### src/dlpf_pkg.sv
`timescale 1ns / 1ps
package dlpf_pkg;

   localparam int MAX_IDS = 16;
   localparam int ID_BITS = 16;
   localparam int SLOT_W  = $clog2(MAX_IDS);
   localparam int CNT_W   = $clog2(MAX_IDS + 1);
   localparam int PROB_W  = 17;
   localparam int SUM_W   = PROB_W + SLOT_W;
   localparam int THR_W   = SUM_W + 1;
   localparam int DIVD_W  = PROB_W + 16;
   localparam int DIVS_W  = SUM_W;

   localparam logic [PROB_W-1:0] ONE_Q16 = PROB_W'(65536);

   localparam logic [1:0] ST_OK      = 2'd0;
   localparam logic [1:0] ST_ID_ZERO = 2'd1;
   localparam logic [1:0] ST_WEIGHT  = 2'd2;
   localparam logic [1:0] ST_FULL    = 2'd3;

   localparam logic ACT_OBSERVE = 1'b0;
   localparam logic ACT_QUERY   = 1'b1;

   localparam logic CSR_DECAY    = 1'b0;
   localparam logic CSR_MIN_PROB = 1'b1;

endpackage

### src/dlpf_ram.sv
`timescale 1ns / 1ps
module dlpf_ram #(
   parameter int WIDTH = 16,
   parameter int DEPTH = 16
) (
   input  logic                     clock,
   input  logic                     we,
   input  logic [$clog2(DEPTH)-1:0] waddr,
   input  logic [WIDTH-1:0]         wdata,
   input  logic [$clog2(DEPTH)-1:0] raddr,
   output logic [WIDTH-1:0]         rdata
);

   logic [WIDTH-1:0] mem_ff [DEPTH];

   always_ff @(posedge clock) begin
      if (we) begin
         mem_ff[waddr] <= wdata;
      end
      rdata <= mem_ff[raddr];
   end

endmodule

### src/dlpf_div.sv
`timescale 1ns / 1ps
module dlpf_div
   import dlpf_pkg::*;
(
   input  logic              clock,
   input  logic              reset,
   input  logic              go,
   input  logic [DIVD_W-1:0] dividend,
   input  logic [DIVS_W-1:0] divisor,
   output logic              done,
   output logic [DIVD_W-1:0] quotient
);

   localparam int STEP_W = $clog2(DIVD_W + 1);

   logic              run_ff;
   logic [STEP_W-1:0] step_ff;
   logic [DIVS_W-1:0] rem_ff;
   logic [DIVD_W-1:0] quo_ff;
   logic [DIVS_W-1:0] dvs_ff;
   logic              done_ff;
   logic [DIVS_W:0]   trial;
   logic              take;

   assign trial = {rem_ff, quo_ff[DIVD_W-1]};
   assign take  = trial >= {1'b0, dvs_ff};

   always_ff @(posedge clock) begin
      if (reset) begin
         run_ff  <= 1'b0;
         done_ff <= 1'b0;
         step_ff <= '0;
      end else begin
         done_ff <= 1'b0;
         if (go) begin
            run_ff  <= 1'b1;
            step_ff <= '0;
            rem_ff  <= '0;
            quo_ff  <= dividend;
            dvs_ff  <= divisor;
         end else if (run_ff) begin
            rem_ff <= take ? DIVS_W'(trial - {1'b0, dvs_ff}) : DIVS_W'(trial);
            quo_ff <= {quo_ff[DIVD_W-2:0], take};
            if (step_ff == STEP_W'(DIVD_W - 1)) begin
               run_ff  <= 1'b0;
               done_ff <= 1'b1;
            end
            step_ff <= step_ff + 1'b1;
         end
      end
   end

   assign done     = done_ff;
   assign quotient = quo_ff;

endmodule

### src/decayed_label_probability_fusion.sv
`timescale 1ns / 1ps
// Each word is taken while busy is low and answered by a single result word, shown for one
// cycle under rsp_valid; the receiver cannot stall it. Ids and probabilities sit in two
// one-port-read memories that are swept slot by slot. A query or a rejected word is
// answered after an output pass over all slots and the next word is taken after busy falls;
// a word dropped on a full table first runs the whole id search. The first observation
// writes slot 0 directly. Any other observation runs an id search, one or two divisions,
// a blend of each entry, the threshold, a prune of each entry and a division to normalise
// each surviving entry, with empty slots skipped in each pass, and then the output pass.
// The worst case is set mainly by the bit-serial divider that normalises one entry
// at a time.
module decayed_label_probability_fusion
   import dlpf_pkg::*;
(
   input  logic        clock,
   input  logic        reset,
   input  logic        start,
   output logic        busy,
   input  logic        req_action,
   input  logic [15:0] req_inst_id,
   input  logic [16:0] req_weight,
   output logic        rsp_valid,
   output logic [1:0]  rsp_status,
   output logic [15:0] rsp_best_id,
   output logic [16:0] rsp_best_prob,
   output logic [16:0] rsp_id_prob,
   output logic        rsp_observed,
   output logic [4:0]  rsp_entry_count,
   input  logic        csr_we,
   input  logic        csr_index,
   input  logic [16:0] csr_wdata
);

   typedef enum logic [4:0] {
      S_IDLE, S_FIRST, S_FIND_RD, S_FIND_DO, S_DIV_U, S_DIV_UW, S_DIV_S, S_DIV_SW,
      S_BL_RD, S_BL_MUL, S_BL_WR, S_THR, S_PR_RD, S_PR_DO, S_NM_RD, S_NM_DO,
      S_NM_WAIT, S_OUT_RD, S_OUT_DO, S_DONE
   } state_type;

   state_type          state_ff;
   logic [SLOT_W-1:0]  idx_ff;
   logic [SLOT_W-1:0]  slot_ff;
   logic               found_ff;
   logic [ID_BITS-1:0] id_ff;
   logic [PROB_W-1:0]  w_ff;
   logic [1:0]         status_ff;
   logic [MAX_IDS-1:0] valid_ff;
   logic [ID_BITS-1:0] best_ff;
   logic [PROB_W-1:0]  bestp_ff;
   logic [PROB_W-1:0]  u_ff;
   logic [PROB_W-1:0]  share_ff;
   logic [SUM_W-1:0]   sum_ff;
   logic [THR_W-1:0]   thr_ff;
   logic [SUM_W-1:0]   norm_ff;
   logic [2*PROB_W-1:0] prod_a_ff;
   logic [2*PROB_W-1:0] prod_b_ff;
   logic [ID_BITS-1:0] cur_id_ff;
   logic [PROB_W-1:0]  bprob_ff;
   logic [PROB_W-1:0]  iprob_ff;
   logic               rsp_valid_ff;
   logic [PROB_W-1:0]  decay_ff;
   logic [PROB_W-1:0]  minp_ff;

   logic [CNT_W-1:0]   count;
   logic [SLOT_W-1:0]  free_slot;
   logic [CNT_W-1:0]   share_div;
   logic               last_slot;
   logic [PROB_W-1:0]  dk;
   logic [PROB_W-1:0]  mp;
   logic [ID_BITS-1:0] req_id;

   logic               ids_we;
   logic [SLOT_W-1:0]  ids_waddr;
   logic [ID_BITS-1:0] ids_wdata;
   logic [ID_BITS-1:0] id_rd;
   logic               probs_we;
   logic [SLOT_W-1:0]  probs_waddr;
   logic [PROB_W-1:0]  probs_wdata;
   logic [PROB_W-1:0]  prob_rd;

   logic               div_go;
   logic [DIVD_W-1:0]  div_dividend;
   logic [DIVS_W-1:0]  div_divisor;
   logic               div_done;
   logic [DIVD_W-1:0]  div_quo;

   logic               hit;
   logic [PROB_W-1:0]  bl_old;
   logic [PROB_W-1:0]  bl_tgt;
   logic [2*PROB_W:0]  bl_acc;
   logic [PROB_W-1:0]  bl_new;
   logic [PROB_W+SUM_W-1:0] thr_prod;
   logic [PROB_W-1:0]  nm_q;

   assign req_id = req_inst_id[ID_BITS-1:0];
   assign dk     = (decay_ff > ONE_Q16) ? ONE_Q16 : decay_ff;
   assign mp     = (minp_ff > ONE_Q16) ? ONE_Q16 : minp_ff;
   assign last_slot = idx_ff == SLOT_W'(MAX_IDS - 1);
   assign share_div = found_ff ? count : count + 1'b1;
   assign hit = valid_ff[idx_ff] && (id_rd == id_ff);

   always_comb begin
      count     = '0;
      free_slot = '0;
      for (int i = 0; i < MAX_IDS; i++) begin
         count = count + CNT_W'(valid_ff[i]);
      end
      for (int i = MAX_IDS - 1; i >= 0; i--) begin
         if (!valid_ff[i]) begin
            free_slot = SLOT_W'(i);
         end
      end
   end

   assign bl_old   = (!found_ff && idx_ff == slot_ff) ? share_ff : prob_rd;
   assign bl_tgt   = (idx_ff == slot_ff) ? w_ff : u_ff;
   assign bl_acc   = {1'b0, prod_a_ff} + {1'b0, prod_b_ff};
   assign bl_new   = bl_acc[PROB_W+15:16];
   assign thr_prod = sum_ff * mp;
   assign nm_q     = div_quo[PROB_W-1:0];

   always_comb begin
      div_go       = 1'b0;
      div_dividend = DIVD_W'(ONE_Q16 - w_ff);
      div_divisor  = DIVS_W'(share_div);
      unique case (state_ff)
         S_DIV_U: div_go = 1'b1;
         S_DIV_S: begin
            div_go       = 1'b1;
            div_dividend = DIVD_W'(ONE_Q16);
         end
         S_NM_DO: begin
            div_go       = norm_ff != '0;
            div_dividend = {prob_rd, 16'b0};
            div_divisor  = norm_ff;
         end
         default: ;
      endcase
   end

   always_comb begin
      ids_we      = 1'b0;
      ids_waddr   = slot_ff;
      ids_wdata   = id_ff;
      probs_we    = 1'b0;
      probs_waddr = idx_ff;
      probs_wdata = bl_new;
      unique case (state_ff)
         S_FIRST: begin
            ids_we      = 1'b1;
            ids_waddr   = '0;
            probs_we    = 1'b1;
            probs_waddr = '0;
            probs_wdata = w_ff;
         end
         S_DIV_S:  ids_we = 1'b1;
         S_BL_WR:  probs_we = 1'b1;
         S_NM_DO: begin
            probs_we    = norm_ff == '0;
            probs_wdata = '0;
         end
         S_NM_WAIT: begin
            probs_we    = div_done;
            probs_wdata = nm_q;
         end
         default: ;
      endcase
   end

   dlpf_ram #(.WIDTH(ID_BITS), .DEPTH(MAX_IDS)) u_ids (
      .clock (clock),
      .we    (ids_we),
      .waddr (ids_waddr),
      .wdata (ids_wdata),
      .raddr (idx_ff),
      .rdata (id_rd)
   );

   dlpf_ram #(.WIDTH(PROB_W), .DEPTH(MAX_IDS)) u_probs (
      .clock (clock),
      .we    (probs_we),
      .waddr (probs_waddr),
      .wdata (probs_wdata),
      .raddr (idx_ff),
      .rdata (prob_rd)
   );

   dlpf_div u_div (
      .clock    (clock),
      .reset    (reset),
      .go       (div_go),
      .dividend (div_dividend),
      .divisor  (div_divisor),
      .done     (div_done),
      .quotient (div_quo)
   );

   always_ff @(posedge clock) begin
      if (reset) begin
         state_ff     <= S_IDLE;
         valid_ff     <= '0;
         best_ff      <= '0;
         rsp_valid_ff <= 1'b0;
         idx_ff       <= '0;
         decay_ff     <= PROB_W'(58982);
         minp_ff      <= PROB_W'(655);
      end else begin
         rsp_valid_ff <= 1'b0;
         if (csr_we) begin
            unique case (csr_index)
               CSR_DECAY:    decay_ff <= csr_wdata;
               CSR_MIN_PROB: minp_ff  <= csr_wdata;
               default: ;
            endcase
         end
         unique case (state_ff)
            S_IDLE: begin
               idx_ff   <= '0;
               found_ff <= 1'b0;
               bprob_ff <= '0;
               iprob_ff <= '0;
               if (start) begin
                  id_ff     <= req_id;
                  w_ff      <= req_weight;
                  status_ff <= ST_OK;
                  if (req_action == ACT_QUERY || req_id == '0) begin
                     status_ff <= (req_id == '0) ? ST_ID_ZERO : ST_OK;
                     state_ff  <= S_OUT_RD;
                  end else if (req_weight > ONE_Q16) begin
                     status_ff <= ST_WEIGHT;
                     state_ff  <= S_OUT_RD;
                  end else if (count == '0) begin
                     state_ff <= S_FIRST;
                  end else begin
                     state_ff <= S_FIND_RD;
                  end
               end
            end
            S_FIRST: begin
               valid_ff[0] <= 1'b1;
               best_ff     <= id_ff;
               state_ff    <= S_OUT_RD;
            end
            S_FIND_RD: state_ff <= S_FIND_DO;
            S_FIND_DO: begin
               if (hit) begin
                  found_ff <= 1'b1;
                  slot_ff  <= idx_ff;
               end
               if (last_slot) begin
                  idx_ff <= '0;
                  if (!(found_ff || hit)) begin
                     slot_ff <= free_slot;
                  end
                  if (!(found_ff || hit) && count == CNT_W'(MAX_IDS)) begin
                     status_ff <= ST_FULL;
                     state_ff  <= S_OUT_RD;
                  end else begin
                     state_ff <= S_DIV_U;
                  end
               end else begin
                  idx_ff   <= idx_ff + 1'b1;
                  state_ff <= S_FIND_RD;
               end
            end
            S_DIV_U: state_ff <= S_DIV_UW;
            S_DIV_UW: begin
               sum_ff <= '0;
               if (div_done) begin
                  u_ff     <= nm_q;
                  state_ff <= found_ff ? S_BL_RD : S_DIV_S;
               end
            end
            S_DIV_S: state_ff <= S_DIV_SW;
            S_DIV_SW: begin
               if (div_done) begin
                  share_ff          <= nm_q;
                  valid_ff[slot_ff] <= 1'b1;
                  state_ff          <= S_BL_RD;
               end
            end
            S_BL_RD: begin
               if (valid_ff[idx_ff]) begin
                  state_ff <= S_BL_MUL;
               end else if (last_slot) begin
                  state_ff <= S_THR;
               end else begin
                  idx_ff <= idx_ff + 1'b1;
               end
            end
            S_BL_MUL: begin
               prod_a_ff <= dk * bl_old;
               prod_b_ff <= (ONE_Q16 - dk) * bl_tgt;
               state_ff  <= S_BL_WR;
            end
            S_BL_WR: begin
               sum_ff <= sum_ff + SUM_W'(bl_new);
               if (last_slot) begin
                  state_ff <= S_THR;
               end else begin
                  idx_ff   <= idx_ff + 1'b1;
                  state_ff <= S_BL_RD;
               end
            end
            S_THR: begin
               thr_ff   <= thr_prod[PROB_W+SUM_W-1:16];
               norm_ff  <= '0;
               idx_ff   <= '0;
               state_ff <= S_PR_RD;
            end
            S_PR_RD: begin
               if (valid_ff[idx_ff]) begin
                  state_ff <= S_PR_DO;
               end else if (last_slot) begin
                  idx_ff   <= '0;
                  bestp_ff <= '0;
                  best_ff  <= '0;
                  state_ff <= S_NM_RD;
               end else begin
                  idx_ff <= idx_ff + 1'b1;
               end
            end
            S_PR_DO: begin
               if (THR_W'(prob_rd) < thr_ff) begin
                  valid_ff[idx_ff] <= 1'b0;
               end else begin
                  norm_ff <= norm_ff + SUM_W'(prob_rd);
               end
               if (last_slot) begin
                  idx_ff   <= '0;
                  bestp_ff <= '0;
                  best_ff  <= '0;
                  state_ff <= S_NM_RD;
               end else begin
                  idx_ff   <= idx_ff + 1'b1;
                  state_ff <= S_PR_RD;
               end
            end
            S_NM_RD: begin
               if (valid_ff[idx_ff]) begin
                  state_ff <= S_NM_DO;
               end else if (last_slot) begin
                  idx_ff   <= '0;
                  state_ff <= S_OUT_RD;
               end else begin
                  idx_ff <= idx_ff + 1'b1;
               end
            end
            S_NM_DO: begin
               cur_id_ff <= id_rd;
               if (norm_ff != '0) begin
                  state_ff <= S_NM_WAIT;
               end else if (last_slot) begin
                  idx_ff   <= '0;
                  state_ff <= S_OUT_RD;
               end else begin
                  idx_ff   <= idx_ff + 1'b1;
                  state_ff <= S_NM_RD;
               end
            end
            S_NM_WAIT: begin
               if (div_done) begin
                  if (nm_q > bestp_ff ||
                      (nm_q == bestp_ff && nm_q != '0 && cur_id_ff < best_ff)) begin
                     bestp_ff <= nm_q;
                     best_ff  <= cur_id_ff;
                  end
                  if (last_slot) begin
                     idx_ff   <= '0;
                     state_ff <= S_OUT_RD;
                  end else begin
                     idx_ff   <= idx_ff + 1'b1;
                     state_ff <= S_NM_RD;
                  end
               end
            end
            S_OUT_RD: state_ff <= S_OUT_DO;
            S_OUT_DO: begin
               if (valid_ff[idx_ff]) begin
                  if (best_ff != '0 && id_rd == best_ff) begin
                     bprob_ff <= prob_rd;
                  end
                  if (id_ff != '0 && id_rd == id_ff) begin
                     iprob_ff <= prob_rd;
                  end
               end
               if (last_slot) begin
                  rsp_valid_ff <= 1'b1;
                  state_ff     <= S_DONE;
               end else begin
                  idx_ff   <= idx_ff + 1'b1;
                  state_ff <= S_OUT_RD;
               end
            end
            S_DONE: state_ff <= S_IDLE;
            default: state_ff <= S_IDLE;
         endcase
      end
   end

   assign busy            = state_ff != S_IDLE;
   assign rsp_valid       = rsp_valid_ff;
   assign rsp_status      = status_ff;
   assign rsp_best_id     = 16'(best_ff);
   assign rsp_best_prob   = bprob_ff;
   assign rsp_id_prob     = iprob_ff;
   assign rsp_observed    = |valid_ff;
   assign rsp_entry_count = 5'(count);

`ifndef ASSERT_OFF
   a_single_strobe: assert property (@(posedge clock) disable iff (reset)
      rsp_valid |=> !rsp_valid) else $error("result strobe longer than one cycle");
   a_busy_with_result: assert property (@(posedge clock) disable iff (reset)
      rsp_valid |-> busy) else $error("result shown while idle");
   a_count_bound: assert property (@(posedge clock) disable iff (reset)
      rsp_valid |-> rsp_entry_count <= 5'(MAX_IDS)) else $error("entry count too large");
   a_no_best_prob: assert property (@(posedge clock) disable iff (reset)
      (rsp_valid && rsp_best_id == '0) |-> rsp_best_prob == '0)
      else $error("probability without a best id");
`endif

endmodule
### config.mk
export PLATFORM = sky130hd
export DESIGN_NAME = decayed_label_probability_fusion
export DESIGN_NICKNAME = d
export VERILOG_FILES = /design/src/dlpf_pkg.sv /design/src/dlpf_ram.sv /design/src/dlpf_div.sv /design/src/decayed_label_probability_fusion.sv
export SDC_FILE = /design/constraint.sdc
export NUM_CORES = 2
export LEC_CHECK = 0
export ABC_CLOCK_PERIOD_IN_PS = 8640
export BUFFER_PORTS_ARGS = -buffer_cell sky130_fd_sc_hd__buf_2
export CAP_MARGIN = 20
export CORE_MARGIN = 2
export CORE_UTILIZATION = 40
export DETAILED_ROUTE_END_ITERATION = 12
export MAX_ROUTING_LAYER = met4
export PLACE_DENSITY_LB_ADDON = 0.15
export SLEW_MARGIN = 0
export SYNTH_ARGS = -nofsm -noshare
export SYNTH_HDL_FRONTEND = slang
export SYNTH_SLANG_ARGS = --single-unit
### constraint.sdc
create_clock -name clock -period 8.64 [get_ports clock]
set_clock_uncertainty 0.15 [all_clocks]
set_input_delay 0.864 -clock clock [delete_from_list [all_inputs] [get_ports clock]]
set_output_delay 0.864 -clock clock [all_outputs]
set_load 0.01 [all_outputs]
; ---- After elaboration in Yosys (flattened, before gate mapping)
; Memories as Yosys holds them, arrays and structs flattened. A register that Yosys moved wholly into a read port is not among the register bits.
; Index checks and enable logic that the tools add are counted.
[word_totals]
register_bits = 430
mem_bits_rw = 528
in_bits = 56
mem_count = 2
[mem_list]
columns = name, depth, word_bits, read_ports, rd_ports_with_merged_regs, wr, line
row1 = u_probs.mem_ff, 16, 17, 1, 1, 1, dlpf_ram.sv:14  ; logic [WIDTH-1:0] mem_ff [DEPTH];
row2 = u_ids.mem_ff, 16, 16, 1, 1, 1, dlpf_ram.sv:14
[op_classes]
n_addsub = 24
multipliers = 3
order_cmp = 11
n_eq_ne = 45
n_mux = 112
n_bitwise = 7
reduce_logical = 67
[op_table]
columns = cell, count
row1 = $mux 17, 12
row2 = $mux 4, 28
row3 = $pmux 17 s3, 2
row4 = $mux 16, 6
row5 = $pmux 5 s19, 1
row6 = $mux 5, 18
row7 = $pmux 21 s2, 2
row8 = $pmux 17 s2, 2
row9 = $mux 33, 2
row10 = $pmux 33 s2, 1
row11 = $pmux 16 s4, 1
row12 = $mux 21, 3
row13 = $add 5x1->5, 11
row14 = $gt 17x17->1 const B, 3
row15 = $add 21x17->21, 2
row16 = $eq 5x4->1 const B, 8
row17 = $mul 21x17->38, 1
row18 = $sub 17x17->18 const A, 2
row19 = $add 33x33->33, 1
row20 = $mul 17x17->33, 1
row21 = $mul 18x18->33, 1
row22 = $eq 16x16->1, 2
row23 = $reduce_bool 16->1, 2
row24 = $pmux 15 s2, 1
row25 = 58 further kinds, 156

; ---- Depth between registers and ports, before layout
[logic_depth]
word_depth = 21
depth_mapped = 37

; ---- By module
; From an unflattened synthesis, not the netlist that was laid out.
[hier_totals]
hier_cells = 6752
area_unflattened_um2 = 75915.3
[modules_own_cells]
columns = module, instances, cells_per_inst, area_per_inst_um2, seq_area_each_um2
row1 = decayed_label_probability_fusion, 1, 5436, 50403.3, 9659.3
row2 = dlpf_ram (u_probs), 1, 458, 10637.7, 8508.2
row3 = dlpf_ram (u_ids), 1, 432, 10043.4, 8007.7
row4 = dlpf_div, 1, 426, 4830.9, 2412.3

; ---- Worst setup path after synthesis
; Ideal clock, no wire load.
[synth_path]
kind = reg-to-reg
from = reg decay_ff[16]
to = reg prod_b_ff[32], data pin
setup_time_ns = 0.260
arrival_ns = 8.625
slack_ns = -0.395
path_stages_with_launch = 37
synth_period_minus_slack_ns = 9.035
cell_sequence = dfxtp_1 -> clkbuf_1 -> clkbuf_1 -> clkbuf_1 -> nor2b_1 -> inv_1 -> clkbuf_1 -> ha_1 -> inv_1 -> a2111o_1 -> nor3_2 -> nand2_1 -> nor2_1 -> xor2_1 -> buf_2 -> nor2_1 -> fa_1 -> inv_1 -> fa_1 -> fa_1 -> inv_1 -> fa_1 -> fa_1 -> inv_1 -> fa_1 -> inv_1 -> ha_1 -> a21o_1 -> a21o_1 -> a211o_1 -> a21oi_2 -> o21ai_1 -> or4_1 -> a311o_1 -> nor2_1 -> o21bai_1 -> xnor2_1
[synth_between]
elab_chain_len = 4
[synth_rtl]
columns = element, line
row1 = from (decl), decayed_label_probability_fusion.sv:61  ; logic [PROB_W-1:0] decay_ff;
row2 = from (signal assigned), decayed_label_probability_fusion.sv:211  ; CSR_DECAY: decay_ff <= csr_wdata;
row3 = $gt 17x17->1, decayed_label_probability_fusion.sv:96  ; assign dk = (decay_ff > ONE_Q16) ? ONE_Q16 : decay_ff;
row4 = $mux 17 *, decayed_label_probability_fusion.sv:96
row5 = $sub 17x17->18 *, decayed_label_probability_fusion.sv:293  ; prod_b_ff <= (ONE_Q16 - dk) * bl_tgt;
row6 = $mul 18x18->33 *, decayed_label_probability_fusion.sv:293
row7 = to (signal assigned), decayed_label_probability_fusion.sv:293
row8 = to (decl), decayed_label_probability_fusion.sv:56  ; logic [2*PROB_W-1:0] prod_b_ff;
; Every way passes the cells marked *; elsewhere a longest branch is shown, timed or not.
; A chain may end at the register's enable or synchronous reset.

; ---- Worst setup path in the final report
[layout_path]
from = reg decay_ff[4]
to = reg prod_b_ff[32], data pin
; The elaborated chain is that of the path after synthesis.

==> results.json <==
{
  "ctsHtreeMaxLevel": 3,
  "grt_max_degree": 147,
  "pin_count": 116,
  "slew_headroom_pct": 22.9,
  "path_common_cell": "fa_1",
  "port_buffers": 115,
  "synth.avg_cell_area_um2": 11.4,
  "hold_viol": 0,
  "setup_viol": 0,
  "synth_xor_area_share_pct": 2.88,
  "critical_path_class": "flip-flop to flip-flop",
  "status": "finished clean",
  "critPathRequiredTime_ps": 8960,
  "max_cap_violations": 0,
  "setup_ws_ps": 221,
  "cts_root_buf": "clkbuf_16",
  "clock-sinks": 991,
  "avgRoutedWirePerCell_um": 22.5,
  "end_kind": "flip-flop",
  "hpwlAfterDp_mm": 156,
  "remaining_drc_errors": 0,
  "grt_overflow": 0,
  "areaGrowthSynthToFinish_pct": 12.1,
  "netlist_area_um2": 74900,
  "r2r-end": "prod_b_ff[32]",
  "synth_compound_area_share_pct": 5.18,
  "reg2reg_from": "decay_ff[4]",
  "ctsHoldBuffers": 0,
  "netlist_instances": 6574,
  "die_h_um": 437,
  "r2r_slack_ps": 220,
  "max_stage_delay_ps": 550,
  "cts_tree": "yes",
  "worstPathArrival_ps": 8740,
  "crit_start": "decay_ff[4]",
  "core_um2": 186000,
  "clockBufferDepth": 3,
  "worst_skew_pair.late_latency_ps": 790,
  "routed_wl_mm": 212,
  "die_area_um2": 191000,
  "vias": 49830,
  "grt_pass1_vias": 51732,
  "nets": 8118,
  "final_area_um2": 83900,
  "worst-path-max-fanout": 11,
  "period_needed_ps": 8420,
  "hold_class": "input port to flip-flop",
  "regArea_um2": 28600,
  "hold_ws_ps": 125,
  "drv_slew": 0,
  "cts_made_buffers": 111,
  "die-width_um": 437,
  "synthMuxAreaShare_pct": 6.12,
  "antenna_found_initial": 13,
  "final_util_pct": 45.2,
  "dr.first_iter.drc_count": 4157,
  "endpoint": "prod_b_ff[32]",
  "placed_cell_area_um2": 79700,
  "grt_first_pass_wirelength_mm": 325,
  "fmax_mhz": 119,
  "postSynth.asyncResetShare_pct": 0,
  "ant_nets": 0,
  "first_pass_iters": 5,
  "synth_top_family_by_area": "adder cells",
  "start_util_pct": 40.3,
  "ys_seq_area_share_pct": 38.2,
  "synth_seq_cells": 991,
  "tightestPinTransition_ps": 1150,
  "dp_slack_ps": -300,
  "period_share_pct": 97.4,
  "yosysUniqueCellTypes": 79,
  "placement_rows": 158,
  "multi_input_area_um2": 41500,
  "via_per_inst": 5.30,
  "synth_fa_ha_area_share_pct": 29.0,
  "rsz0062_at_grt": "true",
  "yosysWarnings": 0,
  "start_kind": "flip-flop",
  "slowest_stage": "or4_1",
  "nFillCells": 17185,
  "synthSimpleGateAreaFrac_pct": 11.7,
  "synth-main-ff-cell": "edfxtp_1",
  "synth-edff-count": 874,
  "clk_pin_slew_ps": 60,
  "grt_use_total_pct": 23.2,
  "worstRegToRegCells": 27,
  "layout-drive-gt1-share_pct": 12.0,
  "gp_congestion": 0.909
}
[synthesized netlist by cell type (6+ instances only)]
| cell | instances | share of area (%) |
|---|---|---|
| and3_1 | 25 | 0.21 |
| ha_1 | 448 | 7.5 |
| nand3_1 | 82 | 0.55 |
| xnor2_1 | 178 | 2.1 |
| a211oi_1 | 20 | 0.20 |
| fa_1 | 805 | 22 |
| o21a_1 | 23 | 0.23 |
| or3_1 | 18 | 0.15 |
| a31oi_1 | 19 | 0.16 |
| xor2_1 | 68 | 0.80 |
| inv_1 | 1101 | 5.5 |
| edfxtp_1 | 874 | 35 |
| o21bai_1 | 17 | 0.17 |
| nor4_1 | 47 | 0.39 |
| nor2b_1 | 73 | 0.61 |
| nor2_1 | 495 | 2.5 |
| nand2b_1 | 62 | 0.52 |
| o211ai_1 | 13 | 0.13 |
| nand2_1 | 693 | 3.5 |
| a21o_1 | 68 | 0.68 |
| mux2i_1 | 48 | 0.64 |
| o21ai_0 | 75 | 0.50 |
| a311oi_1 | 21 | 0.25 |
| buf_1 | 27 | 0.14 |
| or2_2 | 11 | 0.092 |
| a21oi_1 | 190 | 1.3 |
| and2_1 | 225 | 1.9 |
| nand4_1 | 55 | 0.46 |
| a22o_1 | 15 | 0.18 |
| a32o_1 | 16 | 0.21 |
| mux2_2 | 24 | 0.36 |
| nor3_1 | 85 | 0.57 |
| or4_1 | 8 | 0.080 |
| a221o_1 | 16 | 0.21 |
| dfxtp_1 | 117 | 3.1 |
| clkbuf_1 | 218 | 1.1 |
| o31ai_1 | 11 | 0.11 |
| a31o_2 | 6 | 0.070 |
| mux4_2 | 170 | 5.1 |
| buf_2 | 14 | 0.094 |
[critical path, delay by kind of cell, from the launching register on]
kind,cells,cell delay (ps)
fa+ha+maj,7,3330
simple gates,8,2130
compound gates,6,1450
buf+inv,4,390
flops,1,370
mux,1,200
xor+xnor,1,140
[layer usage]
| metal | share of wire (%) | track usage, % | wire [um] | vias to the layer above |
|---|---|---|---|---|
| met2 | 48 | 36.9 | 101000 | 1475 |
| met5 | 0 | - | 0 | - |
| met1 | 43 | 31.1 | 91700 | 25760 |
| met4 | 3.2 | 7.39 | 6760 | 0 |
| li1 | - | - | - | 22258 |
| met3 | 5.5 | 2.76 | 11700 | 337 |
[cells in the final DEF, fill, tap and decap left out, drive strengths merged, types with 48 or more instances in the layout]
| cell type | netlist | layout |
|---|---|---|
| a21o | 68 | 68 |
| a21oi | 195 | 195 |
| and2 | 226 | 226 |
| buf | 44 | 356 |
| clkbuf | 218 | 132 |
| clkinv | 0 | 48 |
| dfxtp | 117 | 117 |
| edfxtp | 874 | 874 |
| fa | 805 | 805 |
| ha | 448 | 448 |
| inv | 1101 | 1106 |
| mux2i | 48 | 48 |
| mux4 | 170 | 170 |
| nand2 | 694 | 694 |
| nand2b | 63 | 63 |
| nand3 | 82 | 82 |
| nand4 | 55 | 55 |
| nor2 | 495 | 495 |
| nor2b | 73 | 73 |
| nor3 | 86 | 86 |
| nor4 | 48 | 48 |
| o21ai | 78 | 78 |
| xnor2 | 178 | 178 |
| xor2 | 68 | 68 |
[final cells by class]
class	instances	share of cell area, %
Sequential cell	991	34.1
Clock inverter	78	1.29
Tap cell	2480	3.70
Inverter	1101	4.93
Multi-Input combinational cell	4248	49.5
Timing Repair Buffer	356	2.94
Clock buffer	132	3.54
Antenna cell	10	0.0298
[metrics by stage]
step                cells  setup TNS (ps)
finish               9396               0
global route         9391           -43.8
CTS                  9380               0
detailed placement   9170            -431
global placement     9166            -141
floorplan            6602               0
[registers in the layout, summed over array words and instances (netlist names), 21 cells and up]
name / cells
u_ids.mem_ff: 256
norm_ff: 21
u_probs.mem_ff: 272
prod_a_ff: 33
u_div.dvs_ff: 21
u_div.quotient: 33
sum_ff: 21
prod_b_ff: 33
thr_ff: 22
u_div.rem_ff: 21
[cell families after synthesis]
family                   after synthesis
adder cells (fa/ha/maj)             1253
multiplexers                         242
AO/OA/AOI/OAI                        575
buffers and inverters               1363
other                                  2
AND/OR/NAND/NOR                     1902
flip-flops                           991
XOR/XNOR                             246
[worst min path at each step]
stage                   start          end  cells after the start
6_report       req_inst_id[3]     id_ff[3]                      1
5_1_grt        req_inst_id[4]     id_ff[4]                      1
4_1_cts        req_inst_id[5]     id_ff[5]                      1
3_5_place_dp       minp_ff[8]   minp_ff[8]                      2
3_3_place_gp      minp_ff[14]  minp_ff[14]                      2
2_1_floorplan     minp_ff[14]  minp_ff[14]                      2
[repair_timing]
action,4_1_cts,5_1_grt
setup endpoints to repair,2,6
setup buffers,0,5
resized for setup,2,12
pin swaps,0,3
Power is left out: the tool's default activity adds up to more than one toggle a clock period on the data nets, which glitch-free logic cannot reach.
